File: config.mk
export PLATFORM = sky130hd
export DESIGN_NAME = button_debounce_alarm_blinker
export DESIGN_NICKNAME = d
export VERILOG_FILES = /design/src/rtl/bdab_pkg.sv /design/src/rtl/bdab_lane.sv /design/src/rtl/bdab_blink.sv /design/src/rtl/button_debounce_alarm_blinker.sv
export SDC_FILE = /design/constraint.sdc
export NUM_CORES = 1
export LEC_CHECK = 0
export BUFFER_PORTS_ARGS = -buffer_cell sky130_fd_sc_hd__buf_2
export CAP_MARGIN = 10
export CORE_ASPECT_RATIO = 0.6
export CORE_UTILIZATION = 40
export DETAILED_ROUTE_END_ITERATION = 6
export REMOVE_ABC_BUFFERS = 1
export SLEW_MARGIN = 20
export SYNTH_ARGS = -nofsm -noshare
export SYNTH_HDL_FRONTEND = slang
export SYNTH_SLANG_ARGS = --single-unit
File: constraint.sdc
create_clock -name clk -period 5.38 [get_ports clk]
set_clock_uncertainty 0.05 [all_clocks]
set_input_delay 0 -clock clk [delete_from_list [all_inputs] [get_ports clk]]
set_output_delay 0 -clock clk [all_outputs]
set_load 0.02 [all_outputs]
File: src/rtl/bdab_pkg.sv
// ----------------------------------------------------------------------------
// bdab_pkg
// Shared types and constants for the button debounce / alarm blinker block.
// ----------------------------------------------------------------------------
package bdab_pkg;

  localparam int unsigned HIST_W  = 8;
  localparam int unsigned CNT_W   = 8;
  localparam int unsigned REG_W   = 8;
  localparam int unsigned NUM_REGS = 6;
  localparam int unsigned IDX_W   = 3;
  localparam int unsigned LVL_W   = 2;

  localparam logic [HIST_W-1:0] PRESS_PATTERN = 8'hF0;
  localparam logic [HIST_W-1:0] HOLD_PATTERN  = 8'hFF;

  // register indexes on the config port
  typedef enum logic [IDX_W-1:0] {
    REG_LOW_ON      = 3'd0,
    REG_LOW_PERIOD  = 3'd1,
    REG_MED_ON      = 3'd2,
    REG_MED_PERIOD  = 3'd3,
    REG_HIGH_ON     = 3'd4,
    REG_HIGH_PERIOD = 3'd5
  } reg_idx_t;

  typedef enum logic [LVL_W-1:0] {
    LVL_NONE = 2'd0,
    LVL_LOW  = 2'd1,
    LVL_MED  = 2'd2,
    LVL_HIGH = 2'd3
  } alarm_lvl_t;

  localparam logic [REG_W-1:0] RST_LOW_ON      = 8'd2;
  localparam logic [REG_W-1:0] RST_LOW_PERIOD  = 8'd75;
  localparam logic [REG_W-1:0] RST_MED_ON      = 8'd15;
  localparam logic [REG_W-1:0] RST_MED_PERIOD  = 8'd75;
  localparam logic [REG_W-1:0] RST_HIGH_ON     = 8'd15;
  localparam logic [REG_W-1:0] RST_HIGH_PERIOD = 8'd30;

  // what one debounce lane reports for the current word
  typedef struct packed {
    logic press;  // short press seen, history cleared
    logic hold;   // history after this word is all pressed
  } lane_stat_t;

  // blink timing picked for the current level
  typedef struct packed {
    logic             active;
    logic [REG_W-1:0] on_ticks;
    logic [REG_W-1:0] period;
  } blink_cfg_t;

endpackage

File: src/rtl/bdab_lane.sv
// ----------------------------------------------------------------------------
// bdab_lane
// One debounce lane: shift history of an active-low pin, short press detect.
// ----------------------------------------------------------------------------
module bdab_lane (
  input  logic                clk,
  input  logic                rst_n,
  input  logic                en,
  input  logic                pin,
  output bdab_pkg::lane_stat_t stat
);
  import bdab_pkg::*;

  logic [HIST_W-1:0] hist_r;
  logic [HIST_W-1:0] shifted;
  logic [HIST_W-1:0] hist_nxt;

  always_comb begin
    shifted    = {hist_r[HIST_W-2:0], ~pin};
    stat.press = (shifted == PRESS_PATTERN);
    hist_nxt   = stat.press ? '0 : shifted;
    stat.hold  = (hist_nxt == HOLD_PATTERN);
  end

  always_ff @(posedge clk) begin
    if (!rst_n) begin
      hist_r <= '0;
    end else if (en) begin
      hist_r <= hist_nxt;
    end
  end

endmodule

File: src/rtl/bdab_blink.sv
// ----------------------------------------------------------------------------
// bdab_blink
// Alarm LED blinker: wrapping tick counter with on-time and period compare.
// ----------------------------------------------------------------------------
module bdab_blink (
  input  logic                 clk,
  input  logic                 rst_n,
  input  logic                 en,
  input  bdab_pkg::blink_cfg_t bcfg,
  output logic                 led_nxt
);
  import bdab_pkg::*;

  logic [CNT_W-1:0] cnt_r;
  logic [CNT_W-1:0] cnt_nxt;
  logic             led_r;

  always_comb begin
    cnt_nxt = '0;
    led_nxt = 1'b0;
    if (bcfg.active) begin
      led_nxt = led_r;
      if (cnt_r == '0) begin
        led_nxt = 1'b1;
      end
      // turn-off wins when on-time is zero
      if (cnt_r == bcfg.on_ticks) begin
        led_nxt = 1'b0;
      end
      cnt_nxt = (cnt_r == bcfg.period) ? '0 : cnt_r + CNT_W'(1);
    end
  end

  always_ff @(posedge clk) begin
    if (!rst_n) begin
      cnt_r <= '0;
      led_r <= 1'b0;
    end else if (en) begin
      cnt_r <= cnt_nxt;
      led_r <= led_nxt;
    end
  end

endmodule

File: src/rtl/button_debounce_alarm_blinker.sv
// ----------------------------------------------------------------------------
// button_debounce_alarm_blinker
// Two debounce lanes, a merge stage for the disable/valve logic and an alarm
// LED blinker; one tick word in, one status word out.
// ----------------------------------------------------------------------------
//  channel | dir | handshake           | payload
//  in_     | in  | in_tvalid/in_tready | tdata: mute_pin, history_pin, alarm_level
//  out_    | out | out_tvalid/tready   | tdata: mute_ev, hist_ev, disable_ev, valve, led
//  cfg_    | in  | cfg_valid/cfg_ready | cfg_index, cfg_data
//
//  One word per cycle while the output is not stalled: state updates on the
//  accepting edge and the result sits in the output register on the next cycle.
//  A new word is taken whenever the output register is empty or being drained.
//  Output stall holds the result and blocks input only while it persists.
//  Synchronous active-low reset clears histories, counter, LED, valve and
//  restores the timing registers; cfg_ready is always high.
// ----------------------------------------------------------------------------
module button_debounce_alarm_blinker (
  input  logic                         clk,
  input  logic                         rst_n,
  input  logic                         in_tvalid,
  output logic                         in_tready,
  // [0] mute_pin, [1] history_pin, [3:2] alarm_level, [7:4] zero
  input  logic [7:0]                   in_tdata,
  output logic                         out_tvalid,
  input  logic                         out_tready,
  // [0] mute_event, [1] history_event, [2] disable_event, [3] valve_open,
  // [4] led_on, [7:5] zero
  output logic [7:0]                   out_tdata,
  input  logic                         cfg_valid,
  output logic                         cfg_ready,
  input  logic [bdab_pkg::IDX_W-1:0]   cfg_index,
  input  logic [bdab_pkg::REG_W-1:0]   cfg_data
);
  import bdab_pkg::*;

  logic             acc;
  logic             out_valid_r;
  logic [7:0]       out_data_r;
  logic             valve_r;
  logic             valve_nxt;
  logic             dis_ev;
  logic             led_nxt;
  lane_stat_t       mute_stat;
  lane_stat_t       hist_stat;
  blink_cfg_t       bcfg;
  alarm_lvl_t       lvl;

  logic [REG_W-1:0] low_on_r, low_per_r, med_on_r, med_per_r, high_on_r, high_per_r;

  assign in_tready  = !out_valid_r || out_tready;
  assign acc        = in_tvalid && in_tready;
  assign out_tvalid = out_valid_r;
  assign out_tdata  = out_data_r;
  assign cfg_ready  = 1'b1;

  bdab_lane u_mute_lane (
    .clk   (clk),
    .rst_n (rst_n),
    .en    (acc),
    .pin   (in_tdata[0]),
    .stat  (mute_stat)
  );

  bdab_lane u_hist_lane (
    .clk   (clk),
    .rst_n (rst_n),
    .en    (acc),
    .pin   (in_tdata[1]),
    .stat  (hist_stat)
  );

  // merge: both lanes held
  assign dis_ev    = mute_stat.hold && hist_stat.hold;
  assign valve_nxt = valve_r || dis_ev;

  always_comb begin
    lvl  = alarm_lvl_t'(in_tdata[3:2]);
    bcfg = '{active: 1'b0, on_ticks: '0, period: '0};
    unique case (lvl)
      LVL_NONE: bcfg = '{active: 1'b0, on_ticks: '0, period: '0};
      LVL_LOW:  bcfg = '{active: 1'b1, on_ticks: low_on_r,  period: low_per_r};
      LVL_MED:  bcfg = '{active: 1'b1, on_ticks: med_on_r,  period: med_per_r};
      LVL_HIGH: bcfg = '{active: 1'b1, on_ticks: high_on_r, period: high_per_r};
      default:  bcfg = '{active: 1'b0, on_ticks: '0, period: '0};
    endcase
  end

  bdab_blink u_blink (
    .clk     (clk),
    .rst_n   (rst_n),
    .en      (acc),
    .bcfg    (bcfg),
    .led_nxt (led_nxt)
  );

  // timing registers
  always_ff @(posedge clk) begin
    if (!rst_n) begin
      low_on_r   <= RST_LOW_ON;
      low_per_r  <= RST_LOW_PERIOD;
      med_on_r   <= RST_MED_ON;
      med_per_r  <= RST_MED_PERIOD;
      high_on_r  <= RST_HIGH_ON;
      high_per_r <= RST_HIGH_PERIOD;
    end else if (cfg_valid) begin
      unique case (reg_idx_t'(cfg_index))
        REG_LOW_ON:      low_on_r   <= cfg_data;
        REG_LOW_PERIOD:  low_per_r  <= cfg_data;
        REG_MED_ON:      med_on_r   <= cfg_data;
        REG_MED_PERIOD:  med_per_r  <= cfg_data;
        REG_HIGH_ON:     high_on_r  <= cfg_data;
        REG_HIGH_PERIOD: high_per_r <= cfg_data;
        default: ;
      endcase
    end
  end

  always_ff @(posedge clk) begin
    if (!rst_n) begin
      out_valid_r <= 1'b0;
      valve_r     <= 1'b0;
    end else begin
      if (acc) begin
        out_valid_r <= 1'b1;
        valve_r     <= valve_nxt;
      end else if (out_tready) begin
        out_valid_r <= 1'b0;
      end
    end
  end

  always_ff @(posedge clk) begin
    if (acc) begin
      out_data_r <= {3'b000, led_nxt, valve_nxt, dis_ev, hist_stat.press, mute_stat.press};
    end
  end

endmodule

After elaboration in Yosys (flattened, before gate mapping)

Index checks and enable logic that the tools add are counted.

Register bits: 78
Output and inout port bits: 11

$add $sub $neg: 1
Equal/unequal tests: 14
Muxes and demuxes: 10
Bitwise gates (word level): 2
Reductions and logical operators: 15

Operator list:

| cell                                          | number |
|---|---|
| one-hot mux 17 bit (4 select lines)           | 1 |
| == test 8 bit, second input constant          | 4 |
| two-way mux 8 bit                             | 4 |
| == test 8 bit                                 | 2 |
| AND reduction 2 bit                           | 6 |
| adder 8 x 1 -> 8 bit, second input constant   | 1 |
| zero test 8 bit                               | 1 |
| == test 3 x 2 -> 1 bit, second input constant | 2 |
| == test 3 bit, second input constant          | 2 |
| two-way mux 1 bit                             | 5 |
| == test 2 bit, second input constant          | 2 |
| == test 3 x 1 -> 1 bit, second input constant | 1 |
| zero test 3 bit                               | 1 |
| == test 2 x 1 -> 1 bit, second input constant | 1 |
| logical AND 1 bit                             | 2 |
| zero test 2 bit                               | 1 |
| logical OR 1 bit                              | 2 |
| NOT 1 bit                                     | 2 |
| nonzero test 2 bit                            | 1 |
| zero test 1 bit                               | 1 |

Logic depth before layout (Yosys ltp)

Depth after elaboration: 6
Gate-level depth with buffers: 9
Depth with buffers taken out: 6

Cells and area by module

A second synthesis with hierarchy kept.

Cells, all modules: 380
Area total of the unflattened synthesis: 3890.0 µm²

By module, submodules not included:

| module                        | instances | cells an instance | area an instance (µm²) | sequential area each (µm²) |
|---|---|---|---|---|
| button_debounce_alarm_blinker | 1         | 237               | 2506.2                 | 1151.1 |
| bdab_blink                    | 1         | 81                | 748.2                  | 180.2 |
| bdab_lane                     | 2         | 31                | 317.8                  | 140.1 |

Least setup slack after synthesis

No wires, ideal clock.

Path kind: reg-to-reg
Start: register u_blink.cnt_r[7]
End: register u_blink.cnt_r[0]
Setup time: 0.121 ns
Data arrival time: 1.959 ns
Data required time: 5.209 ns
Path slack: 3.250 ns
Cell stages (with the launch flop): 9
Buffers on the path: 2
Clock period less this slack: 2.130 ns
Cells stage by stage: dfxtp_1 -> clkbuf_1 -> nor2b_1 -> a221oi_2 -> o221ai_1 -> or4_1 -> buf_2 -> and2_4 -> mux2_2

Longest elaborated chain between the ends: 3

RTL lines:

| item                     | line             | source |
|---|---|---|
| start: declaration       | bdab_blink.sv:14 | `logic [CNT_W-1:0] cnt_r;` |
| start signal: assignment | bdab_blink.sv:39 | `cnt_r <= cnt_nxt;` |
| == test 8 bit            | bdab_blink.sv:30 | `cnt_nxt = (cnt_r == bcfg.period) ? '0 : cnt_r + CNT_W'(1);` |
| two-way mux 8 bit        | bdab_blink.sv:30 |  |
| two-way mux 8 bit        | bdab_blink.sv:21 | `if (bcfg.active) begin` |

No other way between the ends.
A chain may end at the register's enable or synchronous reset.

Worst setup path in the final report

Start: input port in_tdata[3]
End: register u_blink.cnt_r[0]

Longest elaborated chain between the ends: 5
Elaborated cells between the ends (all ways): 8
Classes of those cells: eq/ne: 4; mux: 3; reduce/logical: 1

RTL lines:

| item                                        | line                                | source |
|---|---|---|
| start: declaration                          | button_debounce_alarm_blinker.sv:24 | `input logic [7:0] in_tdata,` |
| == test 2 bit, or another cell as far along | button_debounce_alarm_blinker.sv:80 | `unique case (lvl)` |
| one-hot mux 17 bit (4 select lines) (*)     | button_debounce_alarm_blinker.sv:80 |  |
| == test 8 bit                               | bdab_blink.sv:30                    |  |
| two-way mux 8 bit                           | bdab_blink.sv:30                    |  |
| two-way mux 8 bit (*)                       | bdab_blink.sv:21                    |  |

Every way passes the cells marked *; elsewhere a longest branch is shown, timed or not.

==> results.sh <==
export IMPL_ioPinCount=35
export IMPL_worst_hold_path_type="input port to register"
export IMPL_tritoncts_clock_tree="built"
export IMPL_worst_setup_hold_path_clk_slew_ns=0.06
export IMPL_power_density_cell_area_nw_per_um2=316
export IMPL_crit_path_start_kind="input port"
export IMPL_die_height_um=76.9
export IMPL_ant_nets=0
export IMPL_antenna_found_initial=0
export IMPL_slew_violations=0
export IMPL_htree_levels=3
export IMPL_cts_resized=0
export IMPL_yosys_register_bits=78
export IMPL_mappedNetlistArea_um2=3740
export IMPL_path_cells="buf_2 > nor2b_2 > a32o_1 > o221ai_1 > or4_1 > and2_4 > mux2_2"
export IMPL_detail_route_iter0_violations=224
export IMPL_fin_ws_ns=2.81
export IMPL_critical_path_top_delay_family="simple AND/OR/NAND/NOR gates"
export IMPL_cts_inserted_buffers=9
export IMPL_drc_markers=0
export IMPL_min_period_over_period_pct=47.9
export IMPL_final_cell_count_no_fill=582
export IMPL_hold_depth=4
export IMPL_syn_avg_cell_area_um2=8.39
export IMPL_post_route_cells_drive_above_1_share_pct=13.8
export IMPL_grt_setup_unrepaired="false"
export IMPL_register_area_share_after_synthesis_pct=43.1
export IMPL_starting_density_of_the_core_pct=42.6
export IMPL_p_leak_nw=1.72
export IMPL_clk_path_buf_depth=2
export IMPL_ys_types=48
export IMPL_cts_post_setup_buffers_inserted=0
export IMPL_finish_utilization_pct=49.0
export IMPL_num_nets_final=491
export IMPL_layout_filler_cells=836
export IMPL_grt_overflow_total=0
export IMPL_cts_sink_count=78
export IMPL_fin_crit_ns=2.57
export IMPL_synth_top_flop_cell="sky130_fd_sc_hd__dfxtp_1"
export IMPL_timing_final_hold_violations=0
export IMPL_flow_area_growth_from_synthesis_pct=15.1
export IMPL_route_vias_total=3121
export IMPL_reg2reg_setup_slack_ns=3.02
export IMPL_totalNegativeSetupSlack_ns=0
export IMPL_synth_top_cell_area_share_pct=39.1
export IMPL_cts_hold_fix_buffers=12
export IMPL_dieArea_um2=9760
export IMPL_placed_cells_incl_taps=554
export IMPL_async_reset_ff_share_pct=0
export IMPL_worst_ep_required_time_ns=5.56
export IMPL_worst_slew_pin_slew_ns=0.745
export IMPL_dieWidth_um=127
export IMPL_cp_buffers_inverters=1
export IMPL_vdd_ir_drop_max_mv=0.154
export IMPL_critPathMaxFanout=22
export IMPL_drt_pre_antenna_iters=5
export IMPL_worst_skew_pair_late_latency_ns=0.34
export IMPL_floorplan_core_area_um2=8780
export IMPL_reg2reg_from="u_blink.cnt_r[3]$_SDFFE_PN0P_"
export IMPL_gp_congestion=0.817
export IMPL_finalSetupViolCount=0
export IMPL_yosys_area_top_type="sky130_fd_sc_hd__dfxtp_1"
export IMPL_clockRootBuffer="sky130_fd_sc_hd__clkbuf_16"
export IMPL_grt_pass1_wl_mm=15.1
export IMPL_synth_most_common_cell="sky130_fd_sc_hd__nand2_1"
export IMPL_worstHoldStart="cfg_index[0]"
export IMPL_number_of_cells_on_the_worst_reg_to_reg_path=6
export IMPL_routed_wirelength_mm=9.06
export IMPL_maxCapViolCount=0
export IMPL_first_global_vias=2857
export IMPL_synthTopCellsByCount="sky130_fd_sc_hd__nand2_1, sky130_fd_sc_hd__dfxtp_1, sky130_fd_sc_hd__a21boi_0"
export IMPL_avgViaCountPerCell=5.36
export IMPL_count_of_flip_flops_with_a_built_in_enable_after_synthesis=5
export IMPL_placement_io_buffers=26
export IMPL_synthCells=446
export IMPL_max_freq_mhz=388
export IMPL_place_ws_ns=2.51
export IMPL_timing_setup_critical_path_class="input port to register"
export IMPL_r2r_end="u_blink.cnt_r[0]$_SDFFE_PN0P_"
export IMPL_holdPathEnd="med_on_r[6]$_SDFFE_PN0P_"
export IMPL_power_mw=1.36
export IMPL_critPathSlowestCell="sky130_fd_sc_hd__nor2b_2"
export IMPL_worst_endpoint_arrival_ns=2.75
export IMPL_synth_warnings=0
export IMPL_relSlewSlack_pct=50.1
export IMPL_grt_usage_pct=20.3
export IMPL_cp_slowest_stage_delay_ns=0.74
export IMPL_crit_end_element="register"
export IMPL_place_hpwl_mm=6.13
export IMPL_grt_max_degree=67
export IMPL_result_of_the_run="complete, no violations"
export IMPL_antenna_cells=0
export IMPL_ys_top_cells_by_area="sky130_fd_sc_hd__dfxtp_1, sky130_fd_sc_hd__nand2_1, sky130_fd_sc_hd__a21boi_0"
export IMPL_detail_route_wl_per_cell_um=15.6
export IMPL_placementRows=26
[how the worst max path moves through the flow]
| stage | start | slack (ns) | to | depth (start not counted) |
|---|---|---|---|---|
| 2_1_floorplan | out_tvalid$_SDFFE_PN0P_ | 3.22 | u_blink.cnt_r[0]$_SDFFE_PN0P_ | 6 |
| 6_report | in_tdata[3] | 2.81 | u_blink.cnt_r[0]$_SDFFE_PN0P_ | 7 |
| 5_1_grt | in_tdata[3] | 2.73 | u_blink.cnt_r[0]$_SDFFE_PN0P_ | 7 |
| 3_3_place_gp | in_tdata[3] | 2.56 | u_blink.cnt_r[0]$_SDFFE_PN0P_ | 7 |
| 4_1_cts | in_tdata[3] | 2.86 | u_blink.cnt_r[0]$_SDFFE_PN0P_ | 7 |
| 3_5_place_dp | in_tdata[3] | 2.51 | u_blink.cnt_r[0]$_SDFFE_PN0P_ | 7 |
[cell usage in the layout (no fill, tap or decap), types with 7 or more instances in the layout]
cell	n
sky130_fd_sc_hd__a21boi_0	34
sky130_fd_sc_hd__a22oi_1	13
sky130_fd_sc_hd__and3_1	12
sky130_fd_sc_hd__buf_2	26
sky130_fd_sc_hd__clkbuf_16	10
sky130_fd_sc_hd__dfxtp_1	73
sky130_fd_sc_hd__dlygate4sd3_1	12
sky130_fd_sc_hd__inv_1	9
sky130_fd_sc_hd__mux2_2	12
sky130_fd_sc_hd__nand2_1	126
sky130_fd_sc_hd__nand3_1	26
sky130_fd_sc_hd__nor2_1	7
sky130_fd_sc_hd__nor2b_1	17
sky130_fd_sc_hd__o211ai_1	7
sky130_fd_sc_hd__xnor2_1	8
[worst register-to-register path, delay by kind of cell (launching register included)]
family,cells,cell delay [ns]
compound gates,2,0.43
buf+inv,1,0.14
flops,1,0.45
mux,1,0.25
simple gates,2,0.94
[cell type report]
class                   instances  area, um^2  share of cell area [%]
inverters                       9        33.8                   0.784
multi-input cells             328        1950                    45.4
flip-flops and latches         78        1610                    37.4
repair buffers                 39         258                    5.98
clock buffers                  11         254                    5.90
well taps                     112         140                    3.25
clock inverters                 5        56.3                    1.31
[where the power goes]
| part | switching [mW] | total, mW | internal, mW |
|---|---|---|---|
| logic | 0.0739 | 0.125 | 0.0510 |
| registers | 0.0101 | 0.611 | 0.601 |
| clock network | 0.240 | 0.627 | 0.387 |
| total | 0.324 | 1.36 | 1.04 |
[cell families after synthesis]
kind of cell / share of synthesized area (%)
and+or+nand+nor: 26.8
AOI/OAI and AO/OA: 17.1
DFF: 43.1
buffers and inverters: 4.91
muxes: 5.08
xor gates and xnor gates: 2.11
adders and majority gates: 0.669
other: 0.201
[registers in the layout, indices dropped and copies added (netlist names), 5 cells and up]
signal	flops
low_on_r	8
low_per_r	8
u_blink.cnt_r	8
high_on_r	8
med_per_r	8
out_tdata	5
u_mute_lane.hist_r	7
high_per_r	8
med_on_r	8
u_hist_lane.hist_r	7
[per-stage QoR]
stage | area (um^2) | hold WS, ns
finish | 4310 | 0.113
global route | 4310 | 0.144
CTS | 4310 | 0.105
detailed placement | 3880 | 0.225
global placement | 3880 | 0.208
floorplan | 3600 | 0.0218
[routing by layer]
metal	routed length (um)	track usage [%]
met1	5100	32.3
met2	3380	25.5
met4	89	5.36
met3	483	5.51
met5	0	0
Note: power is estimated with default switching activity, not from simulation.
